[src/design/sme_pkg.sv]
// Shared types and constants for the small matrix engine.
// No dependencies; imported by every module of the block except sme_ram.

package sme_pkg;

   localparam int DATA_W = 32;
   localparam int IDX_W  = 3;
   localparam int CNT_W  = 4;

   typedef enum logic [2:0] {
      CMD_LOAD_A = 3'd0,
      CMD_LOAD_B = 3'd1,
      CMD_ADD    = 3'd2,
      CMD_EMUL   = 3'd3,
      CMD_MMUL   = 3'd4
   } cmd_type;

   typedef enum logic {
      SEQ_IDLE,
      SEQ_RUN
   } seq_state_type;

   // one issued product/sum term travelling down the datapath
   typedef struct packed {
      logic             valid;
      logic             mul;
      logic             first;
      logic             endk;
      logic             last;
      logic [IDX_W-1:0] row;
      logic [IDX_W-1:0] col;
   } sme_tag_type;

endpackage

[src/design/sme_dpath.sv]
// Arithmetic pipeline: sum or product of the read operands, accumulate, output register.
// Depends on sme_pkg.

module sme_dpath import sme_pkg::*; (
   input  logic                     clock,
   input  logic                     reset,
   input  sme_tag_type              issue,
   input  logic [DATA_W-1:0]        a_data,
   input  logic [DATA_W-1:0]        b_data,
   output logic                     adv,
   output logic                     busy,
   output logic                     rsp_valid,
   input  logic                     rsp_ready,
   output logic [IDX_W-1:0]         rsp_out_row,
   output logic [IDX_W-1:0]         rsp_out_col,
   output logic signed [DATA_W-1:0] rsp_result,
   output logic                     rsp_last
);

   sme_tag_type       s1_ff, s1_in;
   sme_tag_type       s2_ff, s2_in;
   logic [DATA_W-1:0] term_ff, term_in;
   logic [DATA_W-1:0] acc_ff, acc_in;
   logic [DATA_W-1:0] total;
   logic              rsp_valid_ff, rsp_valid_in;
   logic [IDX_W-1:0]  row_ff, row_in;
   logic [IDX_W-1:0]  col_ff, col_in;
   logic [DATA_W-1:0] res_ff, res_in;
   logic              last_ff, last_in;

   assign adv   = !rsp_valid_ff || rsp_ready;
   assign total = (s2_ff.first ? '0 : acc_ff) + term_ff;

   always_comb begin
      s1_in        = s1_ff;
      s2_in        = s2_ff;
      term_in      = term_ff;
      acc_in       = acc_ff;
      rsp_valid_in = rsp_valid_ff;
      row_in       = row_ff;
      col_in       = col_ff;
      res_in       = res_ff;
      last_in      = last_ff;
      if (adv) begin
         s1_in        = issue;
         s2_in        = s1_ff;
         term_in      = s1_ff.mul ? a_data * b_data : a_data + b_data;
         rsp_valid_in = s2_ff.valid && s2_ff.endk;
         if (s2_ff.valid) begin
            acc_in  = total;
            row_in  = s2_ff.row;
            col_in  = s2_ff.col;
            res_in  = total;
            last_in = s2_ff.last;
         end
      end
   end

   always_ff @(posedge clock) begin
      if (reset) begin
         s1_ff        <= '0;
         s2_ff        <= '0;
         rsp_valid_ff <= 1'b0;
      end else begin
         s1_ff        <= s1_in;
         s2_ff        <= s2_in;
         rsp_valid_ff <= rsp_valid_in;
      end
   end

   always_ff @(posedge clock) begin
      term_ff <= term_in;
      acc_ff  <= acc_in;
      row_ff  <= row_in;
      col_ff  <= col_in;
      res_ff  <= res_in;
      last_ff <= last_in;
   end

   assign busy        = s1_ff.valid || s2_ff.valid;
   assign rsp_valid   = rsp_valid_ff;
   assign rsp_out_row = row_ff;
   assign rsp_out_col = col_ff;
   assign rsp_result  = res_ff;
   assign rsp_last    = last_ff;

endmodule

[config.mk]
export PLATFORM = sky130hd
export DESIGN_NAME = sme_dpath
export DESIGN_NICKNAME = d
export VERILOG_FILES = /design/src/design/sme_pkg.sv /design/src/design/sme_dpath.sv
export SDC_FILE = /design/constraint.sdc
export NUM_CORES = 1
export LEC_CHECK = 0
export ABC_AREA = 1
export BUFFER_PORTS_ARGS = -buffer_cell sky130_fd_sc_hd__clkbuf_2
export CORE_ASPECT_RATIO = 1.75
export CORE_MARGIN = 3
export CORE_UTILIZATION = 30
export CTS_BUF_LIST = sky130_fd_sc_hd__clkbuf_8 sky130_fd_sc_hd__clkbuf_16
export DETAILED_ROUTE_END_ITERATION = 12
export PLACE_DENSITY = 0.42
export SLEW_MARGIN = 20
export SYNTH_ARGS = -nofsm -noshare
export SYNTH_HDL_FRONTEND = slang
export SYNTH_SLANG_ARGS = --single-unit
export TNS_END_PERCENT = 30
[constraint.sdc]
create_clock -name clock -period 19 [get_ports clock]
set_clock_uncertainty 0.05 [all_clocks]
set_input_delay 0 -clock clock [delete_from_list [all_inputs] [get_ports clock]]
set_output_delay 0 -clock clock [all_outputs]
set_load 0.1 [all_outputs]
Yosys cells after proc, flatten, opt, wreduce, memory -nomap -nowiden
Cells that the tools add are included.
Widths: inputs -> output; s select.

cells by class
  $add $sub $neg = 2
  multipliers = 1
  multiplexer cells = 2
  reduce and logical (&&, ||, !) cells = 5

operators with widths
  operator           number
  $add 32x32->32     2
  $mux 32            2
  $mul 32x32->32     1
  $logic_or 1x1->1   2
  $reduce_and 2->1   1
  $logic_and 1x1->1  1
  $logic_not 1->1    1

storage, ports and cells
  output and inout bits = 42
  input bits = 78
  register bits after elaboration = 93
  word-level logic and storage cells = 29

Depth between registers and ports, before layout
  depth in word-level cells = 3
  mapped depth = 36
  mapped depth without buffers = 34

Worst setup path after synthesis
Ideal clock, no wire load.

  kind = input to register
  start = input port b_data[2]
  end = register term_ff[30] (data pin)
  setup time = 0.258 ns
  arrival = 5.927 ns
  required time = 18.692 ns
  cell stages on the path = 25
  path slack = 12.765 ns
  path through = clkbuf_1 > buf_1 > nand2_1 > fa_1 > inv_1 > fa_1 > inv_1 > fa_1 > inv_1 > fa_1 > fa_1 > inv_1 > fa_1 > inv_1 > fa_1 > fa_1 > ha_1 > inv_1 > nor3_1 > nand2_1 > o2111a_1 > nand2_1 > a21oi_1 > o21ai_0 > nand2_1

between the ends
  longest elaborated chain between the ends = 2
  elaborated cells on any way between the ends = 3
  those cells by class = 1 x add/sub; 1 x mul; 1 x mux

RTL lines
  what                                              RTL line         text
  start, declared                                   sme_dpath.sv:9   input logic [DATA_W-1:0] b_data,
  $mul 32x32->32 or $add 32x32->32 (tied branches)  sme_dpath.sv:47  term_in = s1_ff.mul ? a_data * b_data : a_data + b_data;
  $mux 32 *                                         sme_dpath.sv:47
  end signal, assigned                              sme_dpath.sv:72  term_ff <= term_in;
  end, declared                                     sme_dpath.sv:22  logic [DATA_W-1:0] term_ff, term_in;

Every way passes the cells marked *; elsewhere a longest branch is shown, timed or not.
A chain may end at the register's enable or synchronous reset.

Worst setup path in the final report
  start = input port a_data[12]
  end = register term_ff[30] (data pin)

between the ends
  longest elaborated chain between the ends = 2
  elaborated cells on any way between the ends = 3
  those cells by class = 1 x add/sub; 1 x mul; 1 x mux

RTL lines
  what                                              RTL line         text
  start, declared                                   sme_dpath.sv:8   input logic [DATA_W-1:0] a_data,
  $mul 32x32->32 or $add 32x32->32 (tied branches)  sme_dpath.sv:47
  $mux 32 *                                         sme_dpath.sv:47

Marked as above.

==> impl_results.md <==
* CP startpoint kind: primary input
* DR iter-0 viols at 955
* Fill count at 8,279
* Fmax at 0.144 GHz
* Post-Syn Area at 0.0233 mm²
* Slowest cell delay on critical path at 660 ps
* Number of global-route vias before repair at 21,600
* Async set or reset register ratio after synthesis at 0%
* GRT busiest layer: met2
* Slew HR at 28.2%
* Pin count of the biggest net entering global routing at 40
* Initial Util at 30.4%
* Met3 global-route usage at 1.91%
* Post-DP Area at 0.0249 mm²
* Period utilization at 36.5%
* Number of flops mapped to enable cells by yosys at 71
* Post-CTS sizing at 0
* Max Slew Vio Count at 0
* CTS tree: built
* Synth Warn # at 0
* Post-CTS setup buffer count at 0
* Ports at 120
* Final Cell Area at 0.0253 mm²
* Antenna Cells at 0
* Clock root buffer: clkbuf_16
* Final setup TNS at 0 ps
* Initial antenna violation count at 2
* RD Place Congestion at 1.02
* CP max stage cell: fa_1
* Fin crit period at 6940 ps
* Mean area per synthesized cell at 7.56 µm²
* Final setup fails at 0
* Die width at 217 µm
* Drt total wl at 88,600 µm
* Vias per cell at 4.69
* Area of the die at 0.0811 mm²
* Worst path cell trace: clkbuf_2 -> nand2_1 -> fa_1 -> inv_1 -> fa_1 -> inv_1 -> fa_1 -> inv_1 -> fa_1 -> inv_1 -> fa_1 -> fa_1 -> inv_1 -> fa_1 -> fa_1 -> ha_1 -> inv_1 -> nor3_1 -> nand2_1 -> o2111a_1 -> nand2_1 -> a21oi_1 -> o21ai_0 -> nand2_1
* Antenna viol nets, final at 0
* Setup crit end kind: flip-flop
* Sequential element share of the synthesized area at 11.1%
* Wire per inst at 21.3 µm
* Drt drc at 0
* Clock Path Buffers at 2
* Number of detailed-route iterations in the first pass at 7
* Die height at 374 µm
* Crit path max fanout at 20
* Req. time, crit path at 19,050 ps
* # hold bufs at CTS at 11
* GRT Util Overall at 22.1%
* Met1 usage at 22.9%
* Top delay family on crit path: adder cells
* MaxCap Viol Count at 0
* Critical path arrival at 6980 ps
* Worst-margin pin slew at 1080 ps
* CTS H-Tree Depth at 3
* Cell variety after synth at 49
* Clk pin slew, worst setup/hold paths at 80 ps
* NumNets Final at 3,804
* Buffers & Inverters on Critical Path at 7
* First-pass GRT wire length at 133,000 µm
* Minimum hold slack at 77.1 ps
* I/O Buffers at 119
* Fraction of layout cells with a size suffix above 1 at 6.82%
* Most frequent cell on the critical path: fa_1
* Core Rows at 134
* Area growth from synthesis to layout at 8.63%
* Clock sink total at 93
* Setup repair after global routing missed its margin: no
* Synth Instances at 3,078
* CTS Buf Count at 9
* Total core area at 0.0766 mm²
* Synth Flop Type: edfxtp_1
* HPWL after DPL at 72,400 µm
* Worst skew pair latency at 370 ps
* Min-delay worst type: primary input to flip-flop
* Syn nets at 3,751
* GRT met2 Usage at 44.1%
* Critical path type: primary input to flip-flop
* Flops & latches, synth at 93
* GRT Residual Overflow at 0
* DR vias at 19,500
* Final hold violation count at 0
* Run status: completed
worst paths after layout:
check / from / endpoint / slack (ps) / depth (start not counted)
max: a_data[12] / term_ff[30] / 12060 / 24
min: rsp_ready / s2_ff[5] / 80 / 4
max reg2reg: s2_ff[8] / rsp_result[31] / 15460 / 13
min reg2reg: s2_ff[3] / rsp_out_row[0] / 390 / 0
cell usage after synthesis (all sizes together) (11+ instances only):
library cell / instances / area [µm²]
a21o: 11 / 82.6
dfxtp: 22 / 440
ha: 185 / 2310
o21ai: 99 / 503
buf: 31 / 183
inv: 857 / 3220
nor3: 16 / 90.1
xor2: 38 / 333
fa: 410 / 8210
clkbuf: 83 / 312
nand2: 835 / 3160
edfxtp: 71 / 2130
nand3: 61 / 315
nor2: 117 / 442
a21oi: 144 / 747
xnor2: 27 / 251
cell usage in the layout (no fill, tap or decap), types with 21 or more instances in the layout:
master    synthesis  routed
inv_1           845     844
nand2_1         823     823
fa_1            410     410
ha_1            185     185
a21oi_1         137     137
clkbuf_2          0     119
nor2_1          116     114
o21ai_0          85      85
edfxtp_1         71      71
nand3_1          59      59
xor2_1           38      38
xnor2_1          25      25
buf_4            14      25
dfxtp_1          22      21
flip-flops by register name, summed over array words and instances (netlist names):
signal,count
term_ff,32
rsp_valid,1
rsp_out_col,3
s1_ff,11
rsp_last,1
rsp_out_row,3
rsp_result,32
s2_ff,10
tightest hold or removal path, cell delays in order:
cell,delay [ps]
clkbuf_2,90
nor2_2,190
nand2_1,110
a21oi_1,50
area by class of cell:
type | count | area (µm²) | area share (%)
clock buffers | 9 | 225 | 0.891
clock inverters | 7 | 75.1 | 0.297
flip-flops and latches | 93 | 2570 | 10.2
well taps | 1020 | 1280 | 5.05
repair buffers | 156 | 913 | 3.61
inverters | 857 | 3220 | 12.7
multi-input cells | 2014 | 17000 | 67.2
stage by stage:
step | setup WS [ps] | utilization, % | cells
final | 12060 | 33.0 | 4156
after floorplan | 12770 | - | 3078
after CTS | 12060 | 33.0 | 4156
after detailed placement | 11680 | 32.4 | 4129
after global placement | 11760 | 32.4 | 4128
after global routing | 11820 | 33.0 | 4156
metal layers:
metal  up-vias  wire (µm)
li1       9091          -
met1      9721      31000
met3       171       3220
met2       522      49800
met5         -          0
met4         0       4590
kinds of logic (layout without fill, tap and decap cells):
group | after synthesis | count (layout) | synth area share, %
flip-flops | 93 | 93 | 11.1
AND/OR/NAND/NOR | 1050 | 1050 | 17.8
multiplexers | 1 | 1 | 0.0484
AO/OA/AOI/OAI | 303 | 303 | 7.36
buffers and inverters | 971 | 1029 | 16.0
adder cells (fa/ha/maj) | 595 | 595 | 45.2
XOR/XNOR | 65 | 65 | 2.51
Power is not shown: default switching activity piles up to over one toggle a cycle in this logic, so the estimate is an artifact.
