==> config.mk <==
export PLATFORM = sky130hd
export DESIGN_NAME = sme_store
export DESIGN_NICKNAME = d
export VERILOG_FILES = /design/src/design/sme_pkg.sv /design/src/design/sme_ram.sv /design/src/design/sme_store.sv
export SDC_FILE = /design/constraint.sdc
export NUM_CORES = 2
export LEC_CHECK = 0
export ABC_AREA = 1
export BUFFER_PORTS_ARGS = -buffer_cell sky130_fd_sc_hd__buf_4
export CAP_MARGIN = 40
export CORE_AREA = 2 2 423 425
export CTS_CLUSTER_SIZE = 25
export DETAILED_ROUTE_END_ITERATION = 10
export DIE_AREA = 0 0 425 427
export PLACE_DENSITY_LB_ADDON = 0.1
export SLEW_MARGIN = 20
export SYNTH_ARGS = -nofsm -noshare
export SYNTH_HDL_FRONTEND = slang
export SYNTH_SLANG_ARGS = --single-unit
==> constraint.sdc <==
create_clock -name clock -period 7.3 [get_ports clock]
set_clock_uncertainty 0.2 [all_clocks]
set_input_delay 0.365 -clock clock [delete_from_list [all_inputs] [get_ports clock]]
set_output_delay 0.365 -clock clock [all_outputs]
set_load 0.02 [all_outputs]
==> src/design/sme_pkg.sv <==
// Shared types and constants for the small matrix engine.
// No dependencies; imported by every module of the block except sme_ram.

package sme_pkg;

   localparam int DATA_W = 32;
   localparam int IDX_W  = 3;
   localparam int CNT_W  = 4;

   typedef enum logic [2:0] {
      CMD_LOAD_A = 3'd0,
      CMD_LOAD_B = 3'd1,
      CMD_ADD    = 3'd2,
      CMD_EMUL   = 3'd3,
      CMD_MMUL   = 3'd4
   } cmd_type;

   typedef enum logic {
      SEQ_IDLE,
      SEQ_RUN
   } seq_state_type;

   // one issued product/sum term travelling down the datapath
   typedef struct packed {
      logic             valid;
      logic             mul;
      logic             first;
      logic             endk;
      logic             last;
      logic [IDX_W-1:0] row;
      logic [IDX_W-1:0] col;
   } sme_tag_type;

endpackage

==> src/design/sme_ram.sv <==
// Generic single-write, single-read RAM with registered read data.
// No dependencies.

module sme_ram #(
   parameter int WIDTH = 32,
   parameter int DEPTH = 64,
   localparam int AW = (DEPTH > 1) ? $clog2(DEPTH) : 1
) (
   input  logic             clock,
   input  logic             wr_en,
   input  logic [AW-1:0]    wr_addr,
   input  logic [WIDTH-1:0] wr_data,
   input  logic             rd_en,
   input  logic [AW-1:0]    rd_addr,
   output logic [WIDTH-1:0] rd_data
);

   logic [WIDTH-1:0] mem_ff [DEPTH];
   logic [WIDTH-1:0] rd_data_ff;

   always_ff @(posedge clock) begin
      if (wr_en) begin
         mem_ff[wr_addr] <= wr_data;
      end
      if (rd_en) begin
         rd_data_ff <= mem_ff[rd_addr];
      end
   end

   assign rd_data = rd_data_ff;

endmodule

==> src/design/sme_store.sv <==
// One operand matrix: RAM plus per-entry valid bits so unwritten entries read as zero.
// Depends on sme_pkg and sme_ram.

module sme_store import sme_pkg::*; #(
   parameter int MAX_DIM = 8,
   localparam int DEPTH = MAX_DIM * MAX_DIM,
   localparam int AW = $clog2(DEPTH)
) (
   input  logic              clock,
   input  logic              reset,
   input  logic              wr_en,
   input  logic [AW-1:0]     wr_addr,
   input  logic [DATA_W-1:0] wr_data,
   input  logic              rd_en,
   input  logic [AW-1:0]     rd_addr,
   output logic [DATA_W-1:0] rd_data
);

   logic [DEPTH-1:0]  valid_ff;
   logic [DEPTH-1:0]  valid_in;
   logic              rd_valid_ff;
   logic              rd_valid_in;
   logic [DATA_W-1:0] ram_data;

   sme_ram #(
      .WIDTH(DATA_W),
      .DEPTH(DEPTH)
   ) u_ram (
      .clock  (clock),
      .wr_en  (wr_en),
      .wr_addr(wr_addr),
      .wr_data(wr_data),
      .rd_en  (rd_en),
      .rd_addr(rd_addr),
      .rd_data(ram_data)
   );

   always_comb begin
      valid_in = valid_ff;
      if (wr_en) begin
         valid_in[wr_addr] = 1'b1;
      end
      rd_valid_in = rd_en ? valid_ff[rd_addr] : rd_valid_ff;
   end

   always_ff @(posedge clock) begin
      if (reset) begin
         valid_ff    <= '0;
         rd_valid_ff <= 1'b0;
      end else begin
         valid_ff    <= valid_in;
         rd_valid_ff <= rd_valid_in;
      end
   end

   assign rd_data = rd_valid_ff ? ram_data : '0;

endmodule

* Yosys cells after proc, flatten, opt, wreduce, memory -nomap -nowiden *
Memory sizes are Yosys's and may differ from the RTL's. A register that Yosys moved wholly into a read port is not among the register bits.
Cells that the tools add are included.

operators by class
  $lt $le $gt $ge = 3
  muxes and demuxes = 7
  bitwise operators = 1
  reductions and logical operators = 1

operators with widths
  cell                                                         number
  OR 64 bit                                                    1
  two-way mux 32 bit                                           1
  less-than comparator 6 x 7 -> 1 bit (second input constant)  2
  binary-select mux 1 bit (select 6 bit)                       1
  demux 1 bit (select 6 bit)                                   1
  >= comparator 6 x 1 -> 1 bit (second input constant)         1
  two-way mux 1 bit                                            4
  logical AND 1 bit                                            1

word-level totals
  register bits after elaboration = 65
  memory bits (writable) = 2,048
  bits of input ports = 48
  output and inout bits = 32
  logic and storage cells = 15
  memories kept = 1

memories
  name          words  width  rd ports  clocked after Yosys merged registers in  wr ports  line           source
  u_ram.mem_ff  64     32     1         1                                        1         sme_ram.sv:18  logic [WIDTH-1:0] mem_ff [DEPTH];

* Logic depth before layout (Yosys ltp) *
  word-level depth = 5
  mapped depth = 16
  gate-level depth less buffers = 11

* Hierarchy *
Synthesis repeated with hierarchy kept, for this count alone.

second synthesis, totals
  cell total of the unflattened synthesis = 7,223
  area total of the unflattened synthesis = 86,235.2 um^2

modules (own cells, without submodules)
  module     times used  cells an instance  area an instance (um^2)  seq. area each (um^2)
  sme_ram    1           6,769              83,058.4                 62,459.9
  sme_store  1           454                3,176.8                  1,301.2

* Worst setup path before layout *
No wires, ideal clock.

  path kind = input -> register
  start point = input port wr_en
  end point = memory u_ram.mem_ff[55][0] (enable)
  setup time = 422 ps
  arrival = 2,276 ps
  required time = 6,678 ps
  path slack = 4,402 ps
  stages = 4
  path buffers = 0
  cell sequence = clkinv_1 -> nor3_1 -> inv_1 -> nor2_1

on the way
  word-level cells in the longest chain between the ends = 2

RTL lines
  what                                     line             source
  start, declared                          sme_store.sv:11  input logic wr_en,
  two-way mux 1 bit                        sme_ram.sv:22    if (wr_en) begin
  two-way mux 1 bit (not written as such)  sme_ram.sv:23    mem_ff[wr_addr] <= wr_data;
  end, declared                            sme_ram.sv:18

No other way between the ends.

* Worst setup path after layout *
  start point = input port rd_addr[0]
  end point = register rd_valid_ff

on the way
  word-level cells in the longest chain between the ends = 2

RTL lines
  what                                     line             source
  start, declared                          sme_store.sv:15  input logic [AW-1:0] rd_addr,
  binary-select mux 1 bit (select 6 bit)   sme_store.sv:43  rd_valid_in = rd_en ? valid_ff[rd_addr] : rd_valid_ff;
  two-way mux 1 bit (not written as such)  sme_store.sv:43
  end signal, assigned                     sme_store.sv:52  rd_valid_ff <= rd_valid_in;
  end, declared                            sme_store.sv:21  logic rd_valid_ff;

No other way between the ends. The select of a mux whose other input is x is not followed.
A chain may end at the register's enable or synchronous reset.

==> results.json <==
{
  "r2r-start": "valid_ff[48]",
  "crit_chain": "buf_8 > buf_4 > buf_12 > nand2_1 > nand3_1 > nand3_1 > nand3_1 > nand3_1 > nand2_1 > nand2_1 > nand3_1 > nand2_1 > dlygate4sd3_1 > inv_1",
  "ys_ff_latch": 2145,
  "drive_gt1_share_pct": 8.11,
  "die_w_um": 425,
  "cp-startpoint": "rd_addr[0]",
  "hp-class": "in -> reg",
  "mostFrequentLayoutCell": "edfxtp_1",
  "portBuffers": 79,
  "drt-met1-wl_um": 107000,
  "drt-pass1-iter-count": 5,
  "required_ns": 7.90,
  "antenna_found_initial": 23,
  "nets": 6760,
  "path_common_cell": "nand3_1",
  "drcViolationCount": 0,
  "start_util_pct": 47.7,
  "cts.clk_slew.worst_paths_ns": 0.06,
  "syn_area_um2": 84500,
  "cts_buffers": 218,
  "rr_worst_depth": 11,
  "synthCells": 6731,
  "drt-initial-drc-count": 6674,
  "synth.net_count": 6779,
  "crit_path_top_delay_cell": "buf_12",
  "met3WireLength_um": 19900,
  "clock_latency_ns": 0.86,
  "multiInputGateArea_um2": 18700,
  "hold_violations": 0,
  "io_pins": 80,
  "worstHoldStart": "rd_addr[4]",
  "cpPeakStageDelay_ns": 0.55,
  "critPathBufInv": 5,
  "rows": 155,
  "startpoint_type": "input port",
  "grt_usage_pct": 27.4,
  "dieArea_um2": 181000,
  "critical_path.top_delay_family": "buffers and inverters",
  "routed_wl_um": 252000,
  "post_drt_wl_per_cell_um": 27.2,
  "root_buffer": "clkbuf_16",
  "ant_nets": 0,
  "drv_cap": 0,
  "fin_cells": 9255,
  "ys.warnings.count": 0,
  "dp_hpwl_um": 124000,
  "met2_length_um": 119000,
  "syn_to_final_growth_pct": 12.0,
  "synth_cell_types": 21,
  "clockBufferDepth": 3,
  "post-route-util_pct": 53.4,
  "place_ws_ns": 3.44,
  "nFillCells": 15094,
  "path_class": "in -> reg",
  "p_per_area_nw_per_um2": 274,
  "routabilityCongestion": 0.796,
  "status": "finished, final reports clean",
  "cp_data_arrival_time_ns": 3.92,
  "slew_headroom_pct": 29.1,
  "grt_setup_unrepaired": "no",
  "grt_max_degree": 213,
  "min_path_cells": 5,
  "finalSetupViolCount": 0,
  "grt_pass1_wl_um": 363000,
  "htree_levels": 4,
  "cp.depth": 14,
  "cts_tree": "done",
  "irDropWorstVdd_mv": 0.242,
  "grt.overflow.total": 0,
  "cts.sinks": 2145,
  "via_per_inst": 5.95,
  "ys_seq_area_share_pct": 75.4,
  "syn_avg_cell_area_um2": 12.6,
  "place_inst": 8805,
  "layout_common_cells": "edfxtp_1 (2080), nor2_1 (1108), o21ai_0 (891)",
  "worstMarginPinSlew_ns": 1.06,
  "dr_total_vias": 55109,
  "top_layer": "met5",
  "endpoint_kind": "flip-flop",
  "crit_fanout": 196,
  "max_freq_ghz": 0.301,
  "core_area_um2": 177000,
  "drv_slew": 0,
  "finalCritPeriodShare_pct": 45.5,
  "period_minus_slack_ns": 3.32,
  "hold-worst-slack_ns": 0.194,
  "fin_ws_ns": 3.98,
  "p_leak_nw": 31.2,
  "register_area_um2": 63800,
  "setup_tns_ns": 0,
  "die_h_um": 427,
  "grt_pass1_vias": 51923
}
==> through the flow <==
step                      instance area (um^2)  total power (W)
after CTS                                94600           0.0261
after floorplan                          84500           0.0147
after global placement                   87400           0.0154
final                                    94700           0.0259
after global routing                     94700           0.0267
after detailed placement                 87400           0.0154
==> power by group <==
part	leakage [nW]	total (W)	switching [W]	internal (W)
logic	8.60	0.00155	0.00118	0.000375
clock network	3.34	0.0107	0.00466	0.00609
registers	19.3	0.0137	0.0000439	0.0136
==> final cells by class <==
type / count / share of cell area (%)
timing repair buffer: 232 / 2.22
tap: 2355 / 3.11
clock inverter: 117 / 0.930
sequential: 2145 / 67.3
clock buffer: 282 / 6.24
multi-input combinational: 4018 / 19.7
antenna: 9 / 0.0238
inverter: 97 / 0.424
==> layer usage <==
layer  global-route usage (%)  vias up
met5                        0        -
met4                     7.71        2
met3                     4.47      392
met2                     43.8     2295
met1                     39.0    27925
li1                         -    24495
==> flip-flops by register name, indices dropped and copies added, names as in the netlist <==
signal,flops
u_ram.mem_ff,2048
valid_ff,64
u_ram.rd_data,32
rd_valid_ff,1
==> cell usage after synthesis <==
library cell,number,area [um^2]
dfxtp_1,65,1300
clkbuf_2,30,150
edfxtp_1,2080,62500
buf_12,1,20.0
inv_1,93,349
nand2_1,843,3160
o21ai_0,891,4460
inv_4,1,6.26
clkbuf_1,240,901
buf_4,33,248
a21oi_1,28,140
buf_1,35,131
clkinv_1,2,7.51
inv_2,1,3.75
o21ai_1,105,526
nor3_1,14,70.1
nor2_1,1172,4400
buf_2,116,581
nand3_1,481,2410
buf_6,16,180
o22ai_1,484,3030
==> worst paths after layout <==
kind | slack [ns] | endpoint
worst max register to register | 5.01 | rd_valid_ff
worst min-delay path | 0.19 | u_ram.rd_data[5]
worst min register to register | 0.27 | valid_ff[2]
worst max-delay path | 3.98 | rd_valid_ff
==> worst min-delay path, cell delays in order <==
cell,delay [ns]
buf_4,0.30
nand3_1,0.23
nand2_1,0.06
nand2_1,0.05
nand2_1,0.04
==> cell families (layout without fill, tap and decap cells) <==
group	count (synthesis)	after routing	share of synthesized area, %
compound gates	1508	1508	9.64
buf+inv	568	728	3.05
flops	2145	2145	75.4
other cells	0	9	0
simple gates	2510	2510	11.9
==> repair_timing <==
item,4_1_cts,5_1_grt
hold buffers,41,0
endpoints found under the hold margin,2190,0
buffers inserted,0,0
resized for setup,0,0
Note: power is estimated with default switching activity, not from simulation.
