`src/design/sme_pkg.sv`:
```
// Shared types and constants for the small matrix engine.
// No dependencies; imported by every module of the block except sme_ram.

package sme_pkg;

   localparam int DATA_W = 32;
   localparam int IDX_W  = 3;
   localparam int CNT_W  = 4;

   typedef enum logic [2:0] {
      CMD_LOAD_A = 3'd0,
      CMD_LOAD_B = 3'd1,
      CMD_ADD    = 3'd2,
      CMD_EMUL   = 3'd3,
      CMD_MMUL   = 3'd4
   } cmd_type;

   typedef enum logic {
      SEQ_IDLE,
      SEQ_RUN
   } seq_state_type;

   // one issued product/sum term travelling down the datapath
   typedef struct packed {
      logic             valid;
      logic             mul;
      logic             first;
      logic             endk;
      logic             last;
      logic [IDX_W-1:0] row;
      logic [IDX_W-1:0] col;
   } sme_tag_type;

endpackage

```
`src/design/sme_seq.sv`:
```
// Address sequencer: walks rows, columns and the inner k index of a compute word.
// Depends on sme_pkg.

module sme_seq import sme_pkg::*; #(
   parameter int MAX_DIM = 8,
   localparam int IW = $clog2(MAX_DIM),
   localparam int AW = $clog2(MAX_DIM * MAX_DIM)
) (
   input  logic             clock,
   input  logic             reset,
   input  logic             start,
   input  logic             start_mm,
   input  logic             start_mul,
   input  logic [CNT_W-1:0] nr,
   input  logic [CNT_W-1:0] nc,
   input  logic             adv,
   output logic             busy,
   output logic [AW-1:0]    rd_addr_a,
   output logic [AW-1:0]    rd_addr_b,
   output sme_tag_type      issue
);

   seq_state_type state_ff, state_in;
   logic [IW-1:0] i_ff, i_in;
   logic [IW-1:0] j_ff, j_in;
   logic [IW-1:0] k_ff, k_in;
   logic          mm_ff, mm_in;
   logic          mul_ff, mul_in;

   always_ff @(posedge clock) begin
      if (reset) begin
         state_ff <= SEQ_IDLE;
      end else begin
         state_ff <= state_in;
      end
   end

   always_ff @(posedge clock) begin
      i_ff   <= i_in;
      j_ff   <= j_in;
      k_ff   <= k_in;
      mm_ff  <= mm_in;
      mul_ff <= mul_in;
   end

   always_comb begin
      logic i_end, j_end, k_end;
      i_end = (CNT_W'(i_ff) == nr - CNT_W'(1));
      j_end = (CNT_W'(j_ff) == nc - CNT_W'(1));
      k_end = !mm_ff || (CNT_W'(k_ff) == nr - CNT_W'(1));

      state_in = state_ff;
      i_in     = i_ff;
      j_in     = j_ff;
      k_in     = k_ff;
      mm_in    = mm_ff;
      mul_in   = mul_ff;

      issue.valid = 1'b0;
      issue.mul   = mul_ff;
      issue.first = !mm_ff || (k_ff == '0);
      issue.endk  = k_end;
      issue.last  = k_end && i_end && j_end;
      issue.row   = IDX_W'(i_ff);
      issue.col   = IDX_W'(j_ff);

      if (mm_ff) begin
         rd_addr_a = AW'(i_ff) * AW'(MAX_DIM) + AW'(k_ff);
         rd_addr_b = AW'(k_ff) * AW'(MAX_DIM) + AW'(j_ff);
      end else begin
         rd_addr_a = AW'(i_ff) * AW'(MAX_DIM) + AW'(j_ff);
         rd_addr_b = rd_addr_a;
      end

      unique case (state_ff)
         SEQ_IDLE: begin
            if (start) begin
               state_in = SEQ_RUN;
               i_in     = '0;
               j_in     = '0;
               k_in     = '0;
               mm_in    = start_mm;
               mul_in   = start_mul;
            end
         end
         SEQ_RUN: begin
            if (adv) begin
               issue.valid = 1'b1;
               if (!k_end) begin
                  k_in = k_ff + IW'(1);
               end else begin
                  k_in = '0;
                  if (j_end) begin
                     j_in = '0;
                     if (i_end) begin
                        state_in = SEQ_IDLE;
                     end else begin
                        i_in = i_ff + IW'(1);
                     end
                  end else begin
                     j_in = j_ff + IW'(1);
                  end
               end
            end
         end
         default: begin
            state_in = SEQ_IDLE;
         end
      endcase
   end

   assign busy = (state_ff == SEQ_RUN);

endmodule

```
`config.mk`:
```
export PLATFORM = sky130hd
export DESIGN_NAME = sme_seq
export DESIGN_NICKNAME = d
export VERILOG_FILES = /design/src/design/sme_pkg.sv /design/src/design/sme_seq.sv
export SDC_FILE = /design/constraint.sdc
export NUM_CORES = 1
export LEC_CHECK = 0
export BUFFER_PORTS_ARGS = -buffer_cell sky130_fd_sc_hd__buf_2
export CORE_MARGIN = 4
export CORE_UTILIZATION = 47
export DETAILED_ROUTE_END_ITERATION = 8
export GPL_TIMING_DRIVEN = 1
export MAX_ROUTING_LAYER = met4
export PLACE_DENSITY = 0.77
export SYNTH_ARGS = -nofsm -noshare
export SYNTH_HDL_FRONTEND = slang
export SYNTH_SLANG_ARGS = --single-unit
export TNS_END_PERCENT = 50
```
`constraint.sdc`:
```
create_clock -name clock -period 3.1 [get_ports clock]
set_clock_uncertainty 0.2 [all_clocks]
set_input_delay 0.775 -clock clock [delete_from_list [all_inputs] [get_ports clock]]
set_output_delay 0.775 -clock clock [all_outputs]
set_load 0.01 [all_outputs]
```
* After elaboration in Yosys (flattened, before gate mapping)
Index checks and enable logic that the tools add are counted.
** Cells by class
- $add $sub $neg :: 8
- Equality and inequality tests :: 8
- Muxes and demuxes :: 23
- Bitwise gates (word level) :: 1
- Reduce and logical (&&, ||, !) cells :: 10
** Operator list (count)
- two-way mux 3 bit :: 10
- adder 6 x 3 -> 6 bit :: 3
- one-hot mux 3 bit (2 select lines) :: 3
- == test 3 x 4 -> 1 bit :: 3
- two-way mux 6 bit :: 2
- adder 3 x 1 -> 3 bit (second input constant) :: 3
- inequality test 2 bit (second input constant) :: 4
- subtractor 4 x 1 -> 4 bit (second input constant) :: 2
- two-way mux 1 bit :: 7
- AND reduction 5 bit :: 1
- AND reduction 2 bit :: 2
- logical NOT 3 bit :: 1
- AND reduction 3 bit :: 1
- logical AND 1 bit :: 2
- logical OR 1 bit :: 2
- inequality test 2 x 1 -> 1 bit (second input constant) :: 1
- one-hot mux 1 bit (2 select lines) :: 1
- logical NOT 1 bit :: 1
- NOT 1 bit :: 1
** Storage, ports and cells
- Register bits after elaboration :: 12
- Bits of input ports :: 14
- Output and inout port bits :: 24
- Word-level logic and storage cells :: 56

* Logic depth before layout (Yosys ltp)
Gate-level depths: netlist of run 1.
- Word-level depth :: 7
- Depth in mapped cells :: 6
- Gate-level depth less buffers :: 6

* Worst setup path before layout of run 1
Ideal clock, no wire load.
- Path kind :: input port to output port
- Start point :: in nc[0]
- End point :: out issue[6] (netlist name)
- Arrival :: 1.928 ns
- Required time :: 2.125 ns
- Slack :: 0.197 ns
- Cell stages on the path :: 6
- Buffers on the path :: 0
- Cells stage by stage :: inv_1 > ha_1 > xor3_1 > nor3_2 > nor4bb_2 > and2_1
** RTL lines
- start: declaration :: RTL line sme_seq.sv:15 : input logic [CNT_W-1:0] nc,
- end: declaration :: RTL line sme_seq.sv:20 : output sme_tag_type issue

==> run metrics, run 1 <==
status complete, no violations; largest net degree at the start of global routing 13; I/O pins 38; hold_buf cts 0; Ys Warns 0; CP arrival 2.06 ns; DR WL/cell 12.0 um; clk_lat worst skew 0.27 ns; die area 2820 um^2; Post-Syn Area 956 um^2; critical path endpoint category output port; Setup TNS 0 ns; clock-pin slew of the registers on the worst-case setup and hold paths 0.07 ns; share of cells above drive strength 1 44.0%; final design utilization 64.0%; DR iter-0 viols 3; LEAKAGE 0.630 nW; Core Footprint 1940 um^2; main flop type after synthesis edfxtp_1; Post-synth EDFFs 11; Num CTS Buffers 3; first-pass GRT wire length 3.06 mm; clk buf depth 2; Tcrit/Tclk final 97.9%; sequential element share of the synthesized area 36.6%; Worst setup SP type input port; Final HPWL DP 1.56 mm; root buffer cell clkbuf_4; largest cells by area after synthesis edfxtp_1 35%, ha_1 7.9%, xor2_1 6.4%; die height 53.1 um; part of the power in registers 45.6%; Sinks on Clock Net 12; Crit Path Max Fanout 2; worst slew pin tran 0.371 ns; kind of critical path in2out; drt total wl 1.93 mm; async set-or-reset flop fraction in the synthesized netlist 0%; Max-Cap Viols 0; pwr dens 377 nW/um^2; area fraction of the dominant cell type after synthesis 34.6%; worst ir drop on vdd 323 uV; Port Buffers 37; final setup vio count 0; Hold Crit Class in2reg; chip width 53.1 um; dpl cell area 1170 um^2; vias after detailed routing 745; Global Route Usage Sum 15.4%; clock tree from TritonCTS done; GPL Wtd Cong 0.774; Synthesized Nets 113; grt ovf 0; syn avg cell area 10.3 um^2; ANT nets after route 0; Pre-antenna DRT Iters 4; cell row count 16; final worst path period need 3.04 ns; Logic pwr share 32.8%; commonest non-fill, non-tap cell in the layout buf_2; Hold Violations, Final 0; most frequent cells in the layout 37 x buf_2, 14 x inv_1, 11 x edfxtp_1; Antenna diodes 0; DRC 0; Clk network pwr share 21.6%; cell internal pwr 0.322 mW; H-tree depth 1; unrepaired setup endpoints after global routing yes; fin nets 155; Sw Pwr 0.146 mW; Slew HR 75.2%; fin area 1240 um^2; switching part of the total 31.2%; post-synth top area cell edfxtp_1; Area Growth Syn to Fin 30.0%; register bit total from synthesis 12; Yosys cell types 27; vias in the first global route 736; Mapped Cells 93; Worst EP required 2.12 ns; Initial Util 49.2%; vias per cell 4.63; f_max 329 MHz; final max-slew violation count 0; initial antenna violation count 0
==> cells by family (layout without fill, tap and decap cells) <==
family / Yosys count / after routing / share of synthesized area, %
flops: 12 / 12 / 36.6
fa+ha+maj: 6 / 6 / 7.85
simple gates: 24 / 24 / 15.4
compound gates: 13 / 13 / 10.7
buf+inv: 23 / 64 / 11.8
xor+xnor: 15 / 15 / 17.5
==> registers in the layout, summed over array words and instances (netlist names) <==
register  cells
i_ff          3
j_ff          3
mul_ff        1
k_ff          3
busy          1
mm_ff         1
==> power groups by stage <==
stage / Combinational (mW) / Sequential, mW / Clock [mW]
detailed placement: 0.145 / 0.217 / 0
global placement: 0.142 / 0.216 / 0
CTS: 0.153 / 0.213 / 0.104
finish: 0.153 / 0.213 / 0.101
floorplan: 0.0962 / 0.215 / 0
global route: 0.169 / 0.217 / 0.112
==> cell usage after synthesis (2+ instances only) <==
cell type and instances:
buf_4 7, nand2_1 5, nor2_1 2, nor3_2 2, edfxtp_1 11, and2_1 7, xnor2_1 5, inv_1 14
and3_1 3, ha_1 6, xor2_1 7, nor2b_1 2, o21ai_0 7, clkbuf_1 2
==> cell type report <==
class / instances / area (um^2)
Clock buffer: 4 / 26.3
Sequential cell: 12 / 350
Fill cell: 194 / 699
Multi-Input combinational cell: 58 / 527
Timing Repair Buffer: 46 / 253
Inverter: 14 / 52.6
Tap cell: 27 / 33.8
==> critical path, stage by stage <==
cell and delay, ns:
buf_2 0.10, buf_4 0.13, nor3_1 0.22, xnor2_1 0.20, nor4bb_4 0.35, and2_1 0.16
buf_2 0.12
==> metal layers <==
metal	part of all wire, %	track usage, %	routed length [um]
met5	0	-	0
met4	2.1	8.94	40
met3	5.9	1.69	114
met2	47	25.2	910
met1	45	18.3	867
==> path summary, 6_finish.rpt <==
kind | startpoint | to | slack (ns) | cells past startpoint
worst min-delay path | start_mul | mul_ff | 0.48 | 1
worst max register to register | j_ff[2] | i_ff[2] | 0.89 | 5
worst min register to register | i_ff[0] | i_ff[0] | 0.49 | 1
worst max-delay path | nc[0] | issue[6] | 0.06 | 7
==> through the flow <==
stage	power [mW]	instances	setup slack [ns]	hold slack, ns
3_5_place_dp	0.362	155	-0.0489	0.469
2_1_floorplan	0.311	93	0.197	0.431
6_report	0.468	161	0.0647	0.477
4_1_cts	0.471	160	0.0154	0.470
5_1_grt	0.498	161	-0.0314	0.462
3_3_place_gp	0.358	155	-0.0281	0.470
==> timing repair <==
action                     4_1_cts  5_1_grt
pin swaps                        5        2
hold endpoints to repair         0        0
setup endpoints to repair        1        1
buffers inserted                 1        1
gates resized for setup          3        1
Note: power is estimated with default switching activity, not from simulation.
==> run 2: changes to the inputs <==
BUFFER_PORTS_ARGS = -buffer_cell sky130_fd_sc_hd__buf_4   (was -buffer_cell sky130_fd_sc_hd__buf_2)
==> run 2 against run 1 <==
Cell count is the same. Hold slack gained 0.0026 ns. Power grew 4.2%. Global-route usage grew 0.63 points. Via count grew 0.54%. Flip-flop and latch count is the same. Wire length grew 1.2%. Clock-buffer cell count is the same. Clock power is essentially flat. Register-to-register slack lost 0.13 ns. Critical path type unchanged. Critical endpoint unchanged. Largest cell class unchanged.
==> run metrics, run 2 (synthesized netlist as in run 1, its figures left out) <==
pwr dens 365 nW/um^2 (-3.0%); DRC 0 (unchanged); most frequent cells in the layout 46 x buf_4, 14 x inv_1, 11 x edfxtp_1; CP arrival 2.08 ns (+0.02 ns); Critical R2R Capture i_ff[1]; R2R depth 6 (+1); initial antenna violation count 0 (unchanged); clk buf depth 2 (unchanged); R2R Path Start j_ff[2]; critical path endpoint category output port; Core Footprint 1940 um^2 (unchanged); clock tree from TritonCTS done; vias after detailed routing 749 (+0.54%); die height 53.1 um (unchanged); DR WL/cell 12.2 um (+1.2%); final max-slew violation count 0 (unchanged); final setup vio count 0 (unchanged); cell row count 16 (unchanged); ANT nets after route 0 (unchanged); hold slack 0.480 ns (+0.00256 ns); kind of critical path in2out; commonest non-fill, non-tap cell in the layout buf_4; worst slew pin tran 0.370 ns (-0.000517 ns); DR top layer met4; die area 2820 um^2 (unchanged); Area Growth Syn to Fin 39.7%; Power, Total 0.488 mW (+4.2%); Antenna diodes 0 (unchanged); met2 wire len 941 um (+3.4%); Max-Cap Viols 0 (unchanged); vias in the first global route 765 (+3.9%); met3 wire length 101 um (-11%); Hold Violations, Final 0 (unchanged); Metal-1 WL 897 um (+3.5%); I/O pins 38 (unchanged); grt ovf 0 (unchanged); Worst setup SP type input port; Pre-antenna DRT Iters 4 (unchanged); worst path bufs/invs 3 (unchanged); Initial Util 49.2% (unchanged); fillers 156 (-20%); chip width 53.1 um (unchanged); Worst path max stage delay 0.35 ns (about the same); share of cells above drive strength 1 44.0% (unchanged); CP most frequent cell buf_4; vias per cell 4.65 (+0.54%); Final HPWL DP 1.57 mm (+0.60%); status complete, no violations; final worst path period need 3.06 ns (+0.0222 ns); Crit Path Max Fanout 2 (unchanged); Global Route Usage Sum 16.0% (+0.63 points); hold_buf cts 0 (unchanged); GPL Wtd Cong 0.818 (+5.7%); flop2flop setup slack 0.76 ns (-0.13 ns); Top Registers i_ff (3), j_ff (3), k_ff (3); f_max 327 MHz (-0.73%); worst hold endpoint mm_ff; clock-pin slew of the registers on the worst-case setup and hold paths 0.07 ns (about the same); largest net degree at the start of global routing 13 (unchanged); Tcrit/Tclk final 98.6% (+0.72 points); unrepaired setup endpoints after global routing yes; Hold Crit Class in2reg; DR iter-0 viols 6 (+3); Port Buffers 37 (unchanged); final design utilization 68.8% (+4.8 points); Slew HR 75.3% (about the same); H-tree depth 1 (unchanged); LEAKAGE 0.658 nW (+4.5%); fin nets 155 (unchanged); hold path start start_mm; Num CTS Buffers 3 (unchanged); CP delay by family, top simple AND/OR/NAND/NOR gates; critical-path cell list buf_4, buf_4, nor3_1, xnor2_1, nor4bb_4, and2_1, buf_4; Setup crit start nc[0]; root buffer cell clkbuf_4; WP depth 7 (unchanged); clk_lat worst skew 0.27 ns (about the same); Sinks on Clock Net 12 (unchanged); worst ir drop on vdd 322 uV (-0.33%); Hold Crit Depth 1 (unchanged); drt total wl 1.96 mm (+1.2%); Worst EP required 2.12 ns (about the same); highest-delay cell along the critical path nor4bb_4; first-pass GRT wire length 3.22 mm (+5.2%)
run 2: routing by layer:
layer	vias up	track usage, %
li1	386	-
met2	26	27.5
met3	2	2.54
met5	-	-
met1	335	18.7
met4	0	6.38
run 2: worst max path at each step:
| stage | endpoint | slack, ns |
|---|---|---|
| after floorplan | issue[6] | 0.20 |
| after CTS | issue[6] | 0.008 |
| after global placement | issue[6] | -0.03 |
| final | issue[6] | 0.04 |
| after detailed placement | issue[6] | -0.05 |
| after global routing | issue[6] | -0.06 |
run 2: final cells by class:
type,count,area (um^2),share of cell area (%)
Timing Repair Buffer,46,345,25.9
Inverter,14,52.6,3.94
Tap cell,27,33.8,2.53
Multi-Input combinational cell,58,527,39.5
Clock buffer,4,26.3,1.97
Sequential cell,12,350,26.2
run 2: timing repair:
item,CTS,global route
buffers inserted,2,1
gates resized for setup,2,2
endpoints found under the setup margin,1,2
pin swaps,2,2
run 2: power by group:
part	internal (mW)	leakage [nW]	switching, mW
clock network	0.0498	0.0150	0.0505
logic	0.0962	0.526	0.0764
registers	0.194	0.117	0.0208
run 2: metrics by stage:
step / std cells / worst slack (ns) / setup TNS, ns / area (um^2)
6_report: 161 / 0.0425 / 0 / 1340
5_1_grt: 161 / -0.0595 / -0.0595 / 1340
4_1_cts: 160 / 0.00752 / 0 / 1310
3_5_place_dp: 154 / -0.0451 / -0.0451 / 1250
3_3_place_gp: 154 / -0.0325 / -0.0325 / 1250
2_1_floorplan: 93 / 0.197 / 0 / 956
run 2: worst reg2reg max path: stages, from the launching register on:
cell      delay (ns)
edfxtp_1        0.44
xor3_1          0.45
nor3_2          0.21
buf_4           0.14
buf_4           0.10
o211ai_1        0.12
a211oi_2        0.38
